[config.mk]
export PLATFORM = sky130hd
export DESIGN_NAME = xml_filtered_crc32_summer_core
export DESIGN_NICKNAME = d
export VERILOG_FILES = /design/src/rtl/xfcs_pkg.sv /design/src/rtl/xfcs_filter.sv /design/src/rtl/xfcs_crc_unit.sv /design/src/rtl/xml_filtered_crc32_summer_core.sv
export VERILOG_INCLUDE_DIRS = /design/src /design/src/rtl
export SDC_FILE = /design/constraint.sdc
export NUM_CORES = 1
export LEC_CHECK = 0
export ABC_AREA = 1
export BUFFER_PORTS_ARGS = -buffer_cell sky130_fd_sc_hd__buf_2
export CORE_MARGIN = 2
export CORE_UTILIZATION = 35
export DETAILED_ROUTE_END_ITERATION = 10
export SLEW_MARGIN = 10
export SYNTH_ARGS = -nofsm -noshare
export SYNTH_HDL_FRONTEND = slang
export SYNTH_HIERARCHICAL = 1
export SYNTH_SLANG_ARGS = --single-unit
[constraint.sdc]
create_clock -name clk_i -period 3 [get_ports clk_i]
set_input_delay 0.3 -clock clk_i [delete_from_list [all_inputs] [get_ports clk_i]]
set_output_delay 0.3 -clock clk_i [all_outputs]
set_load 0.1 [all_outputs]
[src/rtl/xml_filtered_crc32_summer_core_macros.svh]
// assertion macros for the filtered crc-32 summer
// used by the top level; relies on clk_i and rst_ni in the including scope
`ifndef XML_FILTERED_CRC32_SUMMER_CORE_MACROS_SVH
`define XML_FILTERED_CRC32_SUMMER_CORE_MACROS_SVH

// condition must hold at every clock edge out of reset
`define XFCS_ASSERT_ALWAYS(label, cond, msg) \
  label: assert property (@(posedge clk_i) disable iff (!rst_ni) (cond)) \
    else $error(msg);

// antecedent implies consequent in the same cycle
`define XFCS_ASSERT_IMPLIES(label, ante, cons, msg) \
  label: assert property (@(posedge clk_i) disable iff (!rst_ni) (ante) |-> (cons)) \
    else $error(msg);

`endif

[src/rtl/xfcs_pkg.sv]
// shared types and constants of the filtered crc-32 summer
// no dependencies
package xfcs_pkg;

  localparam logic [31:0] CRC_POLY = 32'hedb88320;
  localparam logic [31:0] CRC_INIT = 32'hffffffff;

  localparam int unsigned WIN_DEPTH = 4;
  localparam int unsigned WIN_IDX_W = 2;
  localparam int unsigned WIN_CNT_W = 3;

  localparam logic [7:0] CHAR_LT   = 8'h3c;
  localparam logic [7:0] CHAR_GT   = 8'h3e;
  localparam logic [7:0] CHAR_BANG = 8'h21;
  localparam logic [7:0] CHAR_DASH = 8'h2d;
  localparam logic [7:0] CHAR_SP   = 8'h20;
  localparam logic [7:0] CHAR_TAB  = 8'h09;
  localparam logic [7:0] CHAR_LF   = 8'h0a;
  localparam logic [7:0] CHAR_CR   = 8'h0d;

  // one lookahead window slot
  typedef struct packed {
    logic [7:0] data;
    logic       filt;
  } win_entry_t;

  // sequencer to crc unit
  typedef struct packed {
    logic       init;
    logic       load;
    logic [7:0] data;
  } crc_ctrl_t;

  // verdict of the filter for one byte
  typedef struct packed {
    logic keep;
    logic in_comment;
  } decide_t;

endpackage

[src/rtl/xfcs_filter.sv]
// keep/drop decision for one byte leaving the lookahead window
// depends on xfcs_pkg
module xfcs_filter import xfcs_pkg::*; (
  input  win_entry_t head_i,
  input  logic       can_open_i,
  input  logic [7:0] next1_i,
  input  logic [7:0] next2_i,
  input  logic [7:0] next3_i,
  input  logic       in_comment_i,
  input  logic [7:0] raw0_i,
  input  logic [7:0] raw1_i,
  output decide_t    verdict_o
);

  logic opens;
  logic closes;

  always_comb begin
    opens  = (head_i.data == CHAR_LT) && can_open_i && (next1_i == CHAR_BANG)
             && (next2_i == CHAR_DASH) && (next3_i == CHAR_DASH);
    closes = (head_i.data == CHAR_GT) && (raw0_i == CHAR_DASH) && (raw1_i == CHAR_DASH);
    verdict_o.keep       = 1'b1;
    verdict_o.in_comment = in_comment_i;
    if (head_i.filt) begin
      if (in_comment_i) begin
        verdict_o.in_comment = !closes;
        verdict_o.keep       = 1'b0;
      end else if (opens) begin
        verdict_o.in_comment = 1'b1;
        verdict_o.keep       = 1'b0;
      end else if (head_i.data inside {CHAR_SP, CHAR_TAB, CHAR_LF, CHAR_CR}) begin
        verdict_o.keep = 1'b0;
      end
    end
  end

endmodule

[src/rtl/xfcs_crc_unit.sv]
// bit-serial reflected crc-32 register, one polynomial step per cycle
// depends on xfcs_pkg
module xfcs_crc_unit import xfcs_pkg::*; (
  input  logic        clk_i,
  input  logic        rst_ni,
  input  crc_ctrl_t   ctrl_i,
  output logic        busy_o,
  output logic [31:0] crc_o
);

  logic [31:0] crc_q, crc_d;
  logic [3:0]  cnt_q, cnt_d;

  always_comb begin
    crc_d = crc_q;
    cnt_d = cnt_q;
    if (ctrl_i.init) begin
      crc_d = CRC_INIT;
      cnt_d = 4'd0;
    end else if (ctrl_i.load) begin
      crc_d = crc_q ^ {24'd0, ctrl_i.data};
      cnt_d = 4'd8;
    end else if (cnt_q != 4'd0) begin
      crc_d = (crc_q >> 1) ^ (crc_q[0] ? CRC_POLY : 32'd0);
      cnt_d = cnt_q - 4'd1;
    end
  end

  always_ff @(posedge clk_i or negedge rst_ni) begin
    if (!rst_ni) begin
      crc_q <= CRC_INIT;
      cnt_q <= 4'd0;
    end else begin
      crc_q <= crc_d;
      cnt_q <= cnt_d;
    end
  end

  assign busy_o = (cnt_q != 4'd0);
  assign crc_o  = crc_q;

endmodule

[src/rtl/xml_filtered_crc32_summer_core.sv]
// top level of the filtered crc-32 summer: stream ports, sequencer, lookahead window
// depends on xfcs_pkg, xfcs_filter, xfcs_crc_unit and the macros header

// Takes one byte per input transaction and builds the reflected CRC-32 (start all
// ones, final inversion) of each file. A transaction with first_byte starts a file;
// one with last_byte flushes the four-byte lookahead window and produces one output
// transaction with the file CRC and the wrapping sum of all file CRCs since reset
// or the last clear_total. Filtered content bytes that are whitespace or lie
// inside an XML comment are skipped. A byte that goes into a window that is not
// yet full is written straight into it. Once the window is full each byte first
// retires the oldest window entry: a dropped entry only passes the decide step, a
// kept one also goes through the bit-serial CRC unit (one polynomial step per
// cycle), and the byte is then written into the freed slot. The last byte of a
// file then flushes up to four entries the same way, and a finish step posts the
// result. The input is not ready while a byte is being worked on; a finished
// result waits in an output register and only blocks the sequencer when the next
// file ends before it was taken.
`include "xml_filtered_crc32_summer_core_macros.svh"

module xml_filtered_crc32_summer_core import xfcs_pkg::*; (
  input  logic        clk_i,
  input  logic        rst_ni,
  // input stream
  input  logic        s_axis_tvalid_i,
  output logic        s_axis_tready_o,
  input  logic [7:0]  s_axis_tdata_i,   // [7:0] data_byte
  input  logic [2:0]  s_axis_tuser_i,   // [0] xml_filter, [1] first_byte, [2] clear_total
  input  logic        s_axis_tlast_i,   // last_byte
  // result stream
  output logic        m_axis_tvalid_o,
  input  logic        m_axis_tready_i,
  output logic [63:0] m_axis_tdata_o    // [31:0] file_crc, [63:32] total_sum
);

  typedef enum logic [2:0] {
    ST_IDLE,
    ST_DECIDE,
    ST_CRC,
    ST_PUSH,
    ST_FLUSH,
    ST_FINISH
  } state_e;

  state_e                  state_q;
  logic [WIN_CNT_W-1:0]    win_cnt_q;     // occupied window slots, 0..4
  logic                    flushing_q;    // draining the window at end of file
  logic                    in_comment_q;
  logic [7:0]              raw0_q, raw1_q; // last two decided bytes, newest first
  logic [31:0]             total_q;
  win_entry_t              pend_q;        // byte waiting for a free window slot
  logic                    pend_last_q;
  logic                    m_valid_q;
  logic [63:0]             m_data_q;

  win_entry_t              win_q [WIN_DEPTH];

  // input transaction and its fields
  logic                    s_fire;
  win_entry_t              s_entry;
  logic                    s_first;
  logic                    s_clear;
  logic [WIN_CNT_W-1:0]    eff_cnt;      // occupancy after an optional file restart

  // window write and shift controls
  logic                    win_we;
  logic [WIN_IDX_W-1:0]    win_widx;
  win_entry_t              win_wdata;
  logic                    win_shift;

  crc_ctrl_t               crc_ctrl;
  logic                    crc_busy;
  logic [31:0]             crc_val;
  decide_t                 verdict;
  logic [31:0]             file_crc;
  logic [31:0]             new_total;
  logic                    out_free;

  assign s_axis_tready_o = (state_q == ST_IDLE);
  assign s_fire          = s_axis_tvalid_i && s_axis_tready_o;
  assign s_entry.data    = s_axis_tdata_i;
  assign s_entry.filt    = s_axis_tuser_i[0];
  assign s_first         = s_axis_tuser_i[1];
  assign s_clear         = s_axis_tuser_i[2];
  assign eff_cnt         = s_first ? '0 : win_cnt_q;

  assign file_crc  = ~crc_val;
  assign new_total = total_q + file_crc;
  assign out_free  = !m_valid_q || m_axis_tready_i;

  // oldest window entry is decided; the "!--" test looks at the three after it
  xfcs_filter u_filter (
    .head_i       (win_q[0]),
    .can_open_i   (!flushing_q),
    .next1_i      (win_q[1].data),
    .next2_i      (win_q[2].data),
    .next3_i      (win_q[3].data),
    .in_comment_i (in_comment_q),
    .raw0_i       (raw0_q),
    .raw1_i       (raw1_q),
    .verdict_o    (verdict)
  );

  xfcs_crc_unit u_crc (
    .clk_i  (clk_i),
    .rst_ni (rst_ni),
    .ctrl_i (crc_ctrl),
    .busy_o (crc_busy),
    .crc_o  (crc_val)
  );

  // crc unit commands and window writes
  always_comb begin
    crc_ctrl.init = 1'b0;
    crc_ctrl.load = 1'b0;
    crc_ctrl.data = win_q[0].data;
    win_we        = 1'b0;
    win_widx      = eff_cnt[WIN_IDX_W-1:0];
    win_wdata     = s_entry;
    win_shift     = 1'b0;
    case (state_q)
      ST_IDLE: begin
        if (s_fire) begin
          crc_ctrl.init = s_first;
          win_we        = (eff_cnt != WIN_CNT_W'(WIN_DEPTH));
        end
      end
      ST_DECIDE: begin
        crc_ctrl.load = verdict.keep;
        win_shift     = 1'b1;
      end
      ST_PUSH: begin
        win_we    = 1'b1;
        win_widx  = win_cnt_q[WIN_IDX_W-1:0];
        win_wdata = pend_q;
      end
      default: begin
      end
    endcase
  end

  // lookahead window: contents are only read below the fill count
  always_ff @(posedge clk_i) begin
    if (win_shift) begin
      for (int k = 0; k < WIN_DEPTH - 1; k++) begin
        win_q[k] <= win_q[k+1];
      end
    end else if (win_we) begin
      win_q[win_widx] <= win_wdata;
    end
  end

  // sequencer, filter state, running total and output register
  always_ff @(posedge clk_i or negedge rst_ni) begin
    if (!rst_ni) begin
      state_q      <= ST_IDLE;
      win_cnt_q    <= '0;
      flushing_q   <= 1'b0;
      in_comment_q <= 1'b0;
      raw0_q       <= 8'd0;
      raw1_q       <= 8'd0;
      total_q      <= 32'd0;
      pend_q       <= '0;
      pend_last_q  <= 1'b0;
      m_valid_q    <= 1'b0;
      m_data_q     <= 64'd0;
    end else begin
      // result register: loaded out of the finish step, cleared when taken
      if ((state_q == ST_FINISH) && out_free) begin
        m_valid_q <= 1'b1;
      end else if (m_axis_tready_i) begin
        m_valid_q <= 1'b0;
      end
      case (state_q)
        ST_IDLE: begin
          if (s_fire) begin
            if (s_first) begin
              in_comment_q <= 1'b0;
              raw0_q       <= 8'd0;
              raw1_q       <= 8'd0;
              if (s_clear) begin
                total_q <= 32'd0;
              end
            end
            if (eff_cnt == WIN_CNT_W'(WIN_DEPTH)) begin
              // window full: retire the oldest entry first
              pend_q      <= s_entry;
              pend_last_q <= s_axis_tlast_i;
              win_cnt_q   <= eff_cnt;
              state_q     <= ST_DECIDE;
            end else begin
              win_cnt_q <= eff_cnt + 1'b1;
              if (s_axis_tlast_i) begin
                flushing_q <= 1'b1;
                state_q    <= ST_FLUSH;
              end
            end
          end
        end
        ST_DECIDE: begin
          in_comment_q <= verdict.in_comment;
          raw1_q       <= raw0_q;
          raw0_q       <= win_q[0].data;
          win_cnt_q    <= win_cnt_q - 1'b1;
          if (verdict.keep) begin
            state_q <= ST_CRC;
          end else begin
            state_q <= flushing_q ? ST_FLUSH : ST_PUSH;
          end
        end
        ST_CRC: begin
          if (!crc_busy) begin
            state_q <= flushing_q ? ST_FLUSH : ST_PUSH;
          end
        end
        ST_PUSH: begin
          win_cnt_q <= win_cnt_q + 1'b1;
          if (pend_last_q) begin
            flushing_q <= 1'b1;
            state_q    <= ST_FLUSH;
          end else begin
            state_q <= ST_IDLE;
          end
        end
        ST_FLUSH: begin
          state_q <= (win_cnt_q == '0) ? ST_FINISH : ST_DECIDE;
        end
        ST_FINISH: begin
          if (out_free) begin
            m_data_q   <= {new_total, file_crc};
            total_q    <= new_total;
            flushing_q <= 1'b0;
            state_q    <= ST_IDLE;
          end
        end
        default: begin
          state_q <= ST_IDLE;
        end
      endcase
    end
  end

  assign m_axis_tvalid_o = m_valid_q;
  assign m_axis_tdata_o  = m_data_q;

  // window never holds more than its depth
  `XFCS_ASSERT_ALWAYS(a_win_cnt_bound, win_cnt_q <= WIN_CNT_W'(WIN_DEPTH), "window overfilled")
  // no new byte is taken while the crc unit is still shifting
  `XFCS_ASSERT_IMPLIES(a_ready_crc_idle, s_axis_tready_o, !crc_busy, "ready while crc busy")
  // a result only appears out of the finish step
  `XFCS_ASSERT_IMPLIES(a_result_source, $rose(m_valid_q), $past(state_q) == ST_FINISH, "stray result")

endmodule
[After elaboration in Yosys (flattened, before gate mapping)]
Memory sizes are Yosys's and may differ from the RTL's.
Index checks and enable logic that the tools add are counted.
Operators by class
  $add $sub $neg: 5
  equality and inequality tests: 28
  muxes and demuxes: 62
  bitwise logic cells: 3
  reductions and logical operators: 31
Operator list (count)
  two-way mux 32 bit: 8
  equality test 8 x 6 -> 1 bit, second input constant: 8
  one-hot mux 32 bit (2 select lines): 1
  two-way mux 3 bit: 12
  adder 32 bit: 1
  inverter 32 bit: 1
  one-hot mux 8 bit (2 select lines): 2
  bitwise XOR 31 x 32 -> 32 bit: 1
  bitwise XOR 32 x 8 -> 32 bit: 1
  equality test 8 x 4 -> 1 bit, second input constant: 3
  two-way mux 1 bit: 23
  two-way mux 9 bit: 2
  one-hot mux 3 bit (6 select lines): 1
  two-way mux 8 bit: 2
  two-way mux 4 bit: 3
  != test 2 x 1 -> 1 bit, second input constant: 5
  equality test 3 bit, second input constant: 3
  one-hot mux 3 bit (3 select lines): 1
  nonzero test 3 bit: 3
  OR reduction 9 bit: 1
  logical AND 1 bit: 8
  two-way mux 2 bit: 4
  != test 2 bit, second input constant: 4
  AND reduction 4 bit: 2
  18 further kinds: 29
Word-level totals
  register bits after elaboration: 167
  RAM bits: 36
  input bits: 16
  output and inout port bits: 66
  memories kept: 1
Memories
  win_q: words 4, width 9, read ports 4, clocked after memory_dff 0, wr ports 3, RTL line xml_filtered_crc32_summer_core.sv:55  | win_entry_t win_q [WIN_DEPTH];

[Depth between registers and ports, before layout]
Gate-level depths: netlist (run 1).
  depth after elaboration: 11
  gate-level depth with buffers: 17
  mapped depth without buffers: 16

[Hierarchy]
The synthesis (run 1) kept the hierarchy.
By module, submodules not included
  xml_filtered_crc32_summer_core: instances 1, cells an instance 1211, area an instance 9075.0 sq um
  xfcs_crc_unit: instances 1, cells an instance 292, area an instance 2029.4 sq um
  xfcs_filter: instances 1, cells an instance 79, area an instance 362.8 sq um

[Least setup slack after synthesis (run 1)]
Ideal clock, no wire load.
  path type: flip-flop to flip-flop
  start point: register state_q[0]
  end point: register u_crc.crc_q[19] (netlist: u_crc/crc_o[19])
  arrival: 2171 ps
  slack: 756 ps
  stages on the path, launching flop included: 11
  period minus slack after synthesis: 2244 ps
  cells stage by stage: dfrtp_1 nor2_2 nand2_2 inv_2 nand2_1 nor2_1 nor2_4 nand3_4 nand2_2 buf_4 a21oi_1
RTL lines
  start: declaration: RTL line xml_filtered_crc32_summer_core.sv:44  | state_e state_q;
  start signal: assignment: RTL line xml_filtered_crc32_summer_core.sv:207  | state_q <= flushing_q ? ST_FLUSH : ST_PUSH;
  start signal: assignment: RTL line xml_filtered_crc32_summer_core.sv:212  | state_q <= flushing_q ? ST_FLUSH : ST_PUSH;
  start signal: assignment: RTL line xml_filtered_crc32_summer_core.sv:225  | state_q <= (win_cnt_q == '0) ? ST_FINISH : ST_DECIDE;
  end signal: assignment: RTL line xfcs_crc_unit.sv:34  | crc_q <= crc_d;
  end: declaration: RTL line xfcs_crc_unit.sv:11  | logic [31:0] crc_q, crc_d;

==> reports/metrics.csv, run 1 <==
stage;metric;value;unit
status;run_status;complete, no violations;
critical_path;r2r-start;win_cnt_q[1]$_DFFE_PN0P_;
min_path;hold_depth;3;
die;die_area;34200;sq um
synthesis;synth_edf_count;36;
grt;globalRouteTotalUtil;17.8;%
timing;rsz0062_at_grt;false;
synthesis;ys_ff_latch;203;
timing;finClkSkew;0.00767;ns
synthesis;ys_seq_area_share;46.2;%
grt;antenna_found_initial;0;
clock_tree;cts_tree;yes;
die;die_w;185;microns
grt;overflow;0;
timing;finalSetupTns;0;ns
timing;fmax;381;MHz
clock_tree;numCtsBuffers;24;
critical_path;ff2ff_setup_slack;0.38;ns
critical_path;rr_endpoint;win_q[2][5]$_DFFE_PP_;
placed_design;io_buffers;81;
synthesis;yosysWarnings;6;
finish;area_delta_synth_final;16.0;%
route;wire_per_inst;13.8;microns
grt;grt_pass1_vias;9731;
die;coreArea;32400;sq um
finish;fin_nets;1727;
min_path;min_to;pend_q[1]$_DFFE_PN0P_;
timing;worst_slew_pin_slew;0.755;ns
run;drv_cap;0;
critical_path;cp.required;3.17;ns
route;via_per_inst;4.59;
critical_path;crit_fanout;10;
min_path;worstHoldStart;s_axis_tdata_i[0];
finish;fillers;3434;
clock_tree;root_buffer;clkbuf_16;
synthesis;async_flop_share;82.3;%
route;antenna_left;0;
placed_design;gp_congestion;0.930;
synthesis;synth.most_common_cell;nand2_1;
die;start_util;35.4;%
synthesis;ys.flop_type;dfrtp_1;
clock_tree;cts_buffer_depth;3;
timing;slew_headroom;49.7;%
route;drc_errors;0;
min_path;hp-class;input port to register;
clock_tree;cts-resized-gates;0;
synthesis;avgSynthCellArea;7.25;sq um
synthesis;synth_nets;1634;
synthesis;synth_top_area_share;29.5;%
clock_tree;clkLatencyLatePin;0.52;ns
synthesis;yosys-top-cells-count;nand2_1 (650), inv_1 (262), dfrtp_1 (135), nor2_1 (105), nand3_1 (72);
timing;post-route-period-util;87.4;%
route;drtIter0Drc;598;
timing;setup_violations;0;
grt;grt_pass1_wl;48.9;mm
finish;drive_above_1_share;12.4;%
route;dr_total_vias;9803;
synthesis;ys_types;48;
placed_design;dp_hpwl;22.2;mm
die;ios;82;
critical_path;crit_type;register to register;
timing;period_minus_slack;2.62;ns
clock_tree;cts.sinks;203;
synthesis;synth_area;11500;sq um
synthesis;synth_area_leaders;dfrtp_1 (29%), nand2_1 (21%), edfxtp_1 (9.4%), inv_1 (8.6%), dfstp_2 (7.3%);
die;rows;66;
critical_path;start_kind;register;
clock_tree;htree_levels;1;
die;die_h;185;microns
synthesis;syn_inst;1582;
critical_path;end_kind;register;
clock_tree;cts.clk_slew.worst_paths;0.06;ns
critical_path;ff2ff_path_depth;9;
critical_path;cp.arrival;2.79;ns
timing;hold_viol;0;
grt;grt_max_degree;75;
critical_path;cp-startpoint;win_cnt_q[1]$_DFFE_PN0P_;
timing;drv_slew;0;
finish;antenna_cells;0;
route;drt_wl_total;29.5;mm
synthesis;yosys.area.top_type;dfrtp_1;
route;drt_pre_antenna_iters;5;
-- registers in the layout (all words and copies together), names as in the netlist --
register         cells
total_q             32
u_crc/cnt_q          4
raw0_q               8
u_crc/crc_o         32
m_axis_tvalid_o      1
pend_last_q          1
win_q               36
state_q              3
raw1_q               8
pend_q               9
m_axis_tdata_o      64
in_comment_q         1
win_cnt_q            3
flushing_q           1
-- placed cells by master, fill, tap and decap left out, types with 8 or more instances in the layout --
master     Yosys  routed
buf_4          2       9
nand3_1       72      72
ha_1          34      34
nand2_1      650     650
o21ai_0       47      47
nor2_2         7       8
dfrtp_1      135     135
buf_2         19      80
clkbuf_16      0      25
xor2_1        15      15
inv_1        262     262
a21oi_1       48      48
nor2_1       105     104
dfstp_2       32      32
edfxtp_1      36      36
o21ai_1       24      24
inv_2         15      15
o22ai_1        8       8
-- layer usage --
metal | vias to the layer above | part of all wire [%] | GRT usage [%] | wire length (microns)
met1 | 4508 | 43 | 21.9 | 12800
met5 | - | 0 | 0 | 0
met4 | 0 | 4.2 | 7.33 | 1240
li1 | 5035 | - | - | -
met2 | 199 | 50 | 32.0 | 14700
met3 | 61 | 2.9 | 1.71 | 867
-- worst max-delay path by stage --
stage | endpoint | depth (start not counted) | slack [ns]
finish | win_q[2][5]$_DFFE_PP_ | 9 | 0.38
global route | win_q[2][4]$_DFFE_PP_ | 9 | 0.006
CTS | win_q[2][5]$_DFFE_PP_ | 9 | 0.33
detailed placement | win_q[2][4]$_DFFE_PP_ | 9 | 0.34
global placement | win_q[2][0]$_DFFE_PP_ | 9 | 0.40
floorplan | u_crc/crc_o[19]$_DFFE_PN1P_ | 10 | 0.76
-- metrics by stage --
stage / setup WS, ns / instance area (sq um) / cells / util, % / hold slack (ns)
2_1_floorplan: 0.756 / 11500 / 1582 / - / 0.00441
3_3_place_gp: 0.398 / 12400 / 2084 / 38.3 / 0.386
3_5_place_dp: 0.340 / 12400 / 2084 / 38.3 / 0.389
4_1_cts: 0.328 / 13300 / 2135 / 41.1 / 0.00444
5_1_grt: 0.00568 / 13300 / 2135 / 41.1 / 0.0256
6_report: 0.377 / 13300 / 2135 / 41.1 / 0.0204
-- kinds of logic after synthesis --
group | count (synthesis) | synth area share, %
AND/OR/NAND/NOR | 873 | 31.2
flip-flops | 203 | 46.2
AO/OA/AOI/OAI | 141 | 6.58
XOR/XNOR | 17 | 1.30
buffers and inverters | 312 | 10.6
adder cells (fa/ha/maj) | 36 | 4.06
-- worst max-delay path, cell delays in order, from the launching register on --
cell and delay, ns:
dfrtp_1 0.48, inv_1 0.16, nor2_1 0.15, inv_1 0.06
ha_1 0.19, nand2_1 0.13, a21oi_2 0.12, nor4_4 0.50
inv_4 0.13, nand2_1 0.35
-- repair_timing --
action                                  4_1_cts  5_1_grt
endpoints found under the setup margin        0        0
hold buffers                                  7        0
endpoints found under the hold margin        68        0
setup buffers                                 0        0
-- cell type report --
type                       instances  area [sq um]  share of cell area [%]
sequential                       203          5300                    39.8
clock inverter                    12           163                    1.22
clock buffer                      32           672                    5.05
multi-input combinational       1067          4950                    37.2
tap                              442           553                    4.16
inverter                         279          1050                    7.91
timing repair buffer             100           609                    4.58
Power of run 1 is not shown: default switching activity piles up to over one toggle a cycle in this logic, so the estimate is an artifact.
==> inputs of run 2 (changes only) <==
--- a/config.mk
+++ b/config.mk
@@ -9,7 +9,7 @@
 export ABC_AREA = 1
 export BUFFER_PORTS_ARGS = -buffer_cell sky130_fd_sc_hd__buf_2
 export CORE_MARGIN = 2
-export CORE_UTILIZATION = 35
+export CORE_UTILIZATION = 45
 export DETAILED_ROUTE_END_ITERATION = 10
 export SLEW_MARGIN = 10
 export SYNTH_ARGS = -nofsm -noshare
==> reports/metrics.csv, run 2 (same netlist as run 1, synthesis figures left out) <==
stage;metric;value;unit
status;run_status;complete, no violations;
critical_path;start_kind;register;
timing;slew_headroom;46.5;%
finish;final_cell_mix;nand2_1 (650), inv_1 (262), dfrtp_1 (135);
timing;post-route-period-util;87.2;%
grt;grt_max_degree;113;
clock_tree;cts_hold_buf;7;
finish;fin_nets;1724;
placed_design;io_buffers;81;
die;coreArea;25100;sq um
die;start_util;45.7;%
timing;period_minus_slack;2.61;ns
route;drtIter0Drc;625;
finish;largest_reg_flops;64;
die;die_area;26800;sq um
critical_path;cp-startpoint;win_cnt_q[1]$_DFFE_PN0P_;
timing;fmax;382;MHz
route;drt_pre_antenna_iters;5;
timing;finalSetupTns;0;ns
timing;drv_slew;0;
timing;finClkSkew;0.0140;ns
route;dr_total_vias;9652;
clock_tree;htree_levels;1;
critical_path;cp.arrival;2.78;ns
critical_path;crit_fanout;10;
timing;setup_violations;0;
timing;rsz0062_at_grt;false;
finish;drive_above_1_share;12.0;%
grt;grt_pass1_vias;9398;
finish;area_delta_synth_final;13.8;%
finish;utilization;52.0;%
critical_path;cp.required;3.17;ns
timing;hold_viol;0;
clock_tree;cts.sinks;203;
finish;mostFrequentLayoutCell;nand2_1;
die;ios;82;
placed_design;gp_congestion;0.917;
clock_tree;cts.clk_slew.worst_paths;0.06;ns
finish;antenna_cells;0;
route;antenna_left;0;
critical_path;end_kind;register;
clock_tree;numCtsBuffers;24;
route;drc_errors;0;
clock_tree;root_buffer;clkbuf_16;
grt;grt_pass1_wl;46.7;mm
grt;overflow;0;
clock_tree;cts-resized-gates;0;
min_path;worstHoldStart;s_axis_tdata_i[6];
timing;worst_slew_pin_slew;0.799;ns
route;wire_per_inst;14.0;microns
route;via_per_inst;4.78;
route;drt_wl_total;28.3;mm
finish;fillers;2548;
clock_tree;clkLatencyLatePin;0.52;ns
grt;globalRouteTotalUtil;21.7;%
die;die_h;164;microns
clock_tree;cts_buffer_depth;3;
grt;antenna_found_initial;0;
clock_tree;cts_tree;yes;
run;drv_cap;0;
die;die_w;164;microns
clock_tree;cts_setup_buffers;0;
placed_design;dp_hpwl;21.1;mm
critical_path;crit_type;register to register;
min_path;hp-class;input port to register;
critical_path;r2r-start;win_cnt_q[1]$_DFFE_PN0P_;
die;rows;58;
==> run 2: through the flow <==
step / setup WS (ns) / area (sq um) / instances / hold slack, ns
2_1_floorplan: 0.756 / 11500 / 1582 / 0.00441
3_3_place_gp: 0.471 / 12200 / 1969 / 0.406
3_5_place_dp: 0.390 / 12200 / 1969 / 0.404
4_1_cts: 0.393 / 13000 / 2020 / 0.00139
5_1_grt: 0.169 / 13000 / 2020 / 0.0397
6_report: 0.385 / 13000 / 2020 / 0.0138
==> run 2: cell type report <==
cell class	count	area (sq um)	area share, %
multi-input cells	1067	4950	38.0
well taps	330	413	3.17
flip-flops and latches	203	5300	40.6
clock buffers	33	676	5.18
repair buffers	97	562	4.31
clock inverters	11	87.6	0.671
inverters	279	1050	8.07
==> run 2: worst max-delay path: stages, from the launching register on <==
cell and delay, ns:
dfrtp_1 0.48, inv_1 0.16, nor2_1 0.16, inv_1 0.06
ha_1 0.18, nand2_1 0.13, a21oi_2 0.12, nor4_4 0.49
inv_4 0.14, nand2_1 0.34
==> run 2: path summary, 6_finish.rpt <==
kind / endpoint / slack [ns] / cells past startpoint
min in group asynchronous: m_axis_tdata_o[40]$_DFFE_PN0P_ / 0.37 / 3
hold reg to reg: m_axis_tdata_o[34]$_DFFE_PN0P_ / 0.47 / 2
max in group asynchronous: total_q[1]$_DFFE_PN0P_ / 2.04 / 3
setup / recovery: win_q[2][3]$_DFFE_PP_ / 0.39 / 9
setup reg to reg: win_q[2][3]$_DFFE_PP_ / 0.39 / 9
hold / removal: pend_q[7]$_DFFE_PN0P_ / 0.01 / 3
==> run 2: routing by layer <==
metal | up-vias | wire length, microns | track usage [%]
met5 | - | 0 | 0
met4 | 0 | 712 | 6.22
met3 | 50 | 1300 | 3.02
met2 | 189 | 13300 | 36.9
met1 | 4400 | 13000 | 28.8
li1 | 5013 | - | -
Power of run 2 is left out for the same reason.
==> inputs of run 3 (changes only) <==
--- a/config.mk
+++ b/config.mk
@@ -11,6 +11,7 @@
 export CORE_MARGIN = 2
 export CORE_UTILIZATION = 45
 export DETAILED_ROUTE_END_ITERATION = 10
+export REMOVE_ABC_BUFFERS = 1
 export SLEW_MARGIN = 10
 export SYNTH_ARGS = -nofsm -noshare
 export SYNTH_HDL_FRONTEND = slang
==> reports/metrics.csv, run 3 (same netlist as run 1, synthesis figures left out) <==
stage;metric;value;unit
timing;setup_violations;0;
min_path;hp-class;input port to register;
critical_path;r2r-start;win_cnt_q[1]$_DFFE_PN0P_;
clock_tree;cts.sinks;203;
critical_path;crit_fanout;10;
critical_path;ff2ff_setup_slack;0.42;ns
critical_path;end_kind;register;
timing;worst_slew_pin_slew;0.804;ns
run;drv_cap;0;
critical_path;crit_type;register to register;
clock_tree;cts-resized-gates;0;
placed_design;gp_congestion;0.893;
finish;antenna_cells;0;
die;die_h;164;microns
route;via_per_inst;4.75;
finish;final_cell_mix;nand2_1 (650), inv_1 (262), dfrtp_1 (135);
clock_tree;cts_tree;yes;
route;drc_errors;0;
timing;rsz0062_at_grt;false;
finish;fin_nets;1726;
min_path;hold_depth;3;
placed_design;dp_hpwl;21.1;mm
finish;area_delta_synth_final;14.7;%
die;coreArea;25100;sq um
finish;drive_above_1_share;12.2;%
route;antenna_left;0;
timing;finalSetupTns;0;ns
finish;fillers;2490;
min_path;worstHoldStart;s_axis_tdata_i[0];
finish;mostFrequentLayoutCell;nand2_1;
timing;fmax;388;MHz
die;rows;58;
critical_path;cp.arrival;2.75;ns
grt;grt_pass1_wl;46.0;mm
route;drt_pre_antenna_iters;5;
route;dr_total_vias;9614;
critical_path;start_kind;register;
route;wire_per_inst;13.9;microns
placed_design;io_buffers;81;
die;die_w;164;microns
timing;drv_slew;0;
critical_path;ff2ff_path_depth;9;
route;drt_wl_total;28.1;mm
finish;regArea;5300;sq um
status;run_status;complete, no violations;
grt;globalRouteTotalUtil;21.4;%
timing;period_minus_slack;2.58;ns
grt;antenna_found_initial;0;
timing;whs;0.0125;ns
grt;overflow;0;
die;die_area;26800;sq um
route;drtIter0Drc;618;
finish;multi_input_area;4950;sq um
clock_tree;cts_buffer_depth;3;
clock_tree;root_buffer;clkbuf_16;
min_path;min_to;pend_q[1]$_DFFE_PN0P_;
die;ios;82;
timing;hold_viol;0;
grt;grt_pass1_vias;9315;
critical_path;cp.required;3.17;ns
clock_tree;numCtsBuffers;24;
die;start_util;45.7;%
grt;grt_max_degree;72;
timing;post-route-period-util;85.8;%
timing;slew_headroom;45.8;%
clock_tree;cts.clk_slew.worst_paths;0.06;ns
clock_tree;clkLatencyLatePin;0.52;ns
timing;finClkSkew;0.0234;ns
finish;largest_reg_flops;64;
clock_tree;htree_levels;1;
critical_path;rr_endpoint;win_q[2][2]$_DFFE_PP_;
## run 3: cell type report
type,count,area share (%)
multi-input cells,1067,37.7
clock buffers,38,5.58
clock inverters,6,0.818
well taps,330,3.14
repair buffers,99,4.50
flip-flops and latches,203,40.3
inverters,279,8.00
## run 3: what timing repair did
action	in CTS	in global routing
endpoints found under the hold margin	61	0
hold buffers	8	0
buffers inserted	0	0
## run 3: routing by layer
layer	GRT usage [%]	part of all wire (%)	up-vias
met4	7.18	3.0	0
met2	37.1	48	177
met5	0	0	-
met3	2.87	3.7	60
li1	-	-	5014
met1	27.7	45	4363
## run 3: worst max-delay path by stage
stage                                  start                     endpoint  slack (ns)
finish              win_cnt_q[1]$_DFFE_PN0P_        win_q[2][2]$_DFFE_PP_        0.42
global route        win_cnt_q[0]$_DFFE_PN0P_        win_q[2][2]$_DFFE_PP_        0.21
CTS                 win_cnt_q[1]$_DFFE_PN0P_        win_q[2][5]$_DFFE_PP_        0.41
detailed placement  win_cnt_q[1]$_DFFE_PN0P_        win_q[2][5]$_DFFE_PP_        0.41
global placement    win_cnt_q[1]$_DFFE_PN0P_        win_q[2][5]$_DFFE_PP_        0.49
floorplan             state_q[2]$_DFFE_PN0P_  u_crc/crc_o[10]$_DFFE_PN1P_        0.29
## run 3: worst max-delay path, stage by stage, from the launching register on
cell and delay [ns]:
dfrtp_1 0.47, inv_1 0.15, nor2_1 0.15, inv_1 0.06
ha_1 0.19, nand2_1 0.13, a21oi_2 0.11, nor4_4 0.49
inv_4 0.13, nand2_1 0.34
## run 3: per-stage QoR
| step | instances | area (sq um) | worst slack, ns | util [%] |
|---|---|---|---|---|
| 2_1_floorplan | 1549 | 11300 | 0.286 | - |
| 3_3_place_gp | 1970 | 12200 | 0.485 | 48.7 |
| 3_5_place_dp | 1970 | 12200 | 0.413 | 48.7 |
| 4_1_cts | 2022 | 13200 | 0.412 | 52.4 |
| 5_1_grt | 2022 | 13200 | 0.208 | 52.4 |
| 6_report | 2022 | 13200 | 0.425 | 52.4 |
Power of run 3 is left out for the same reason.
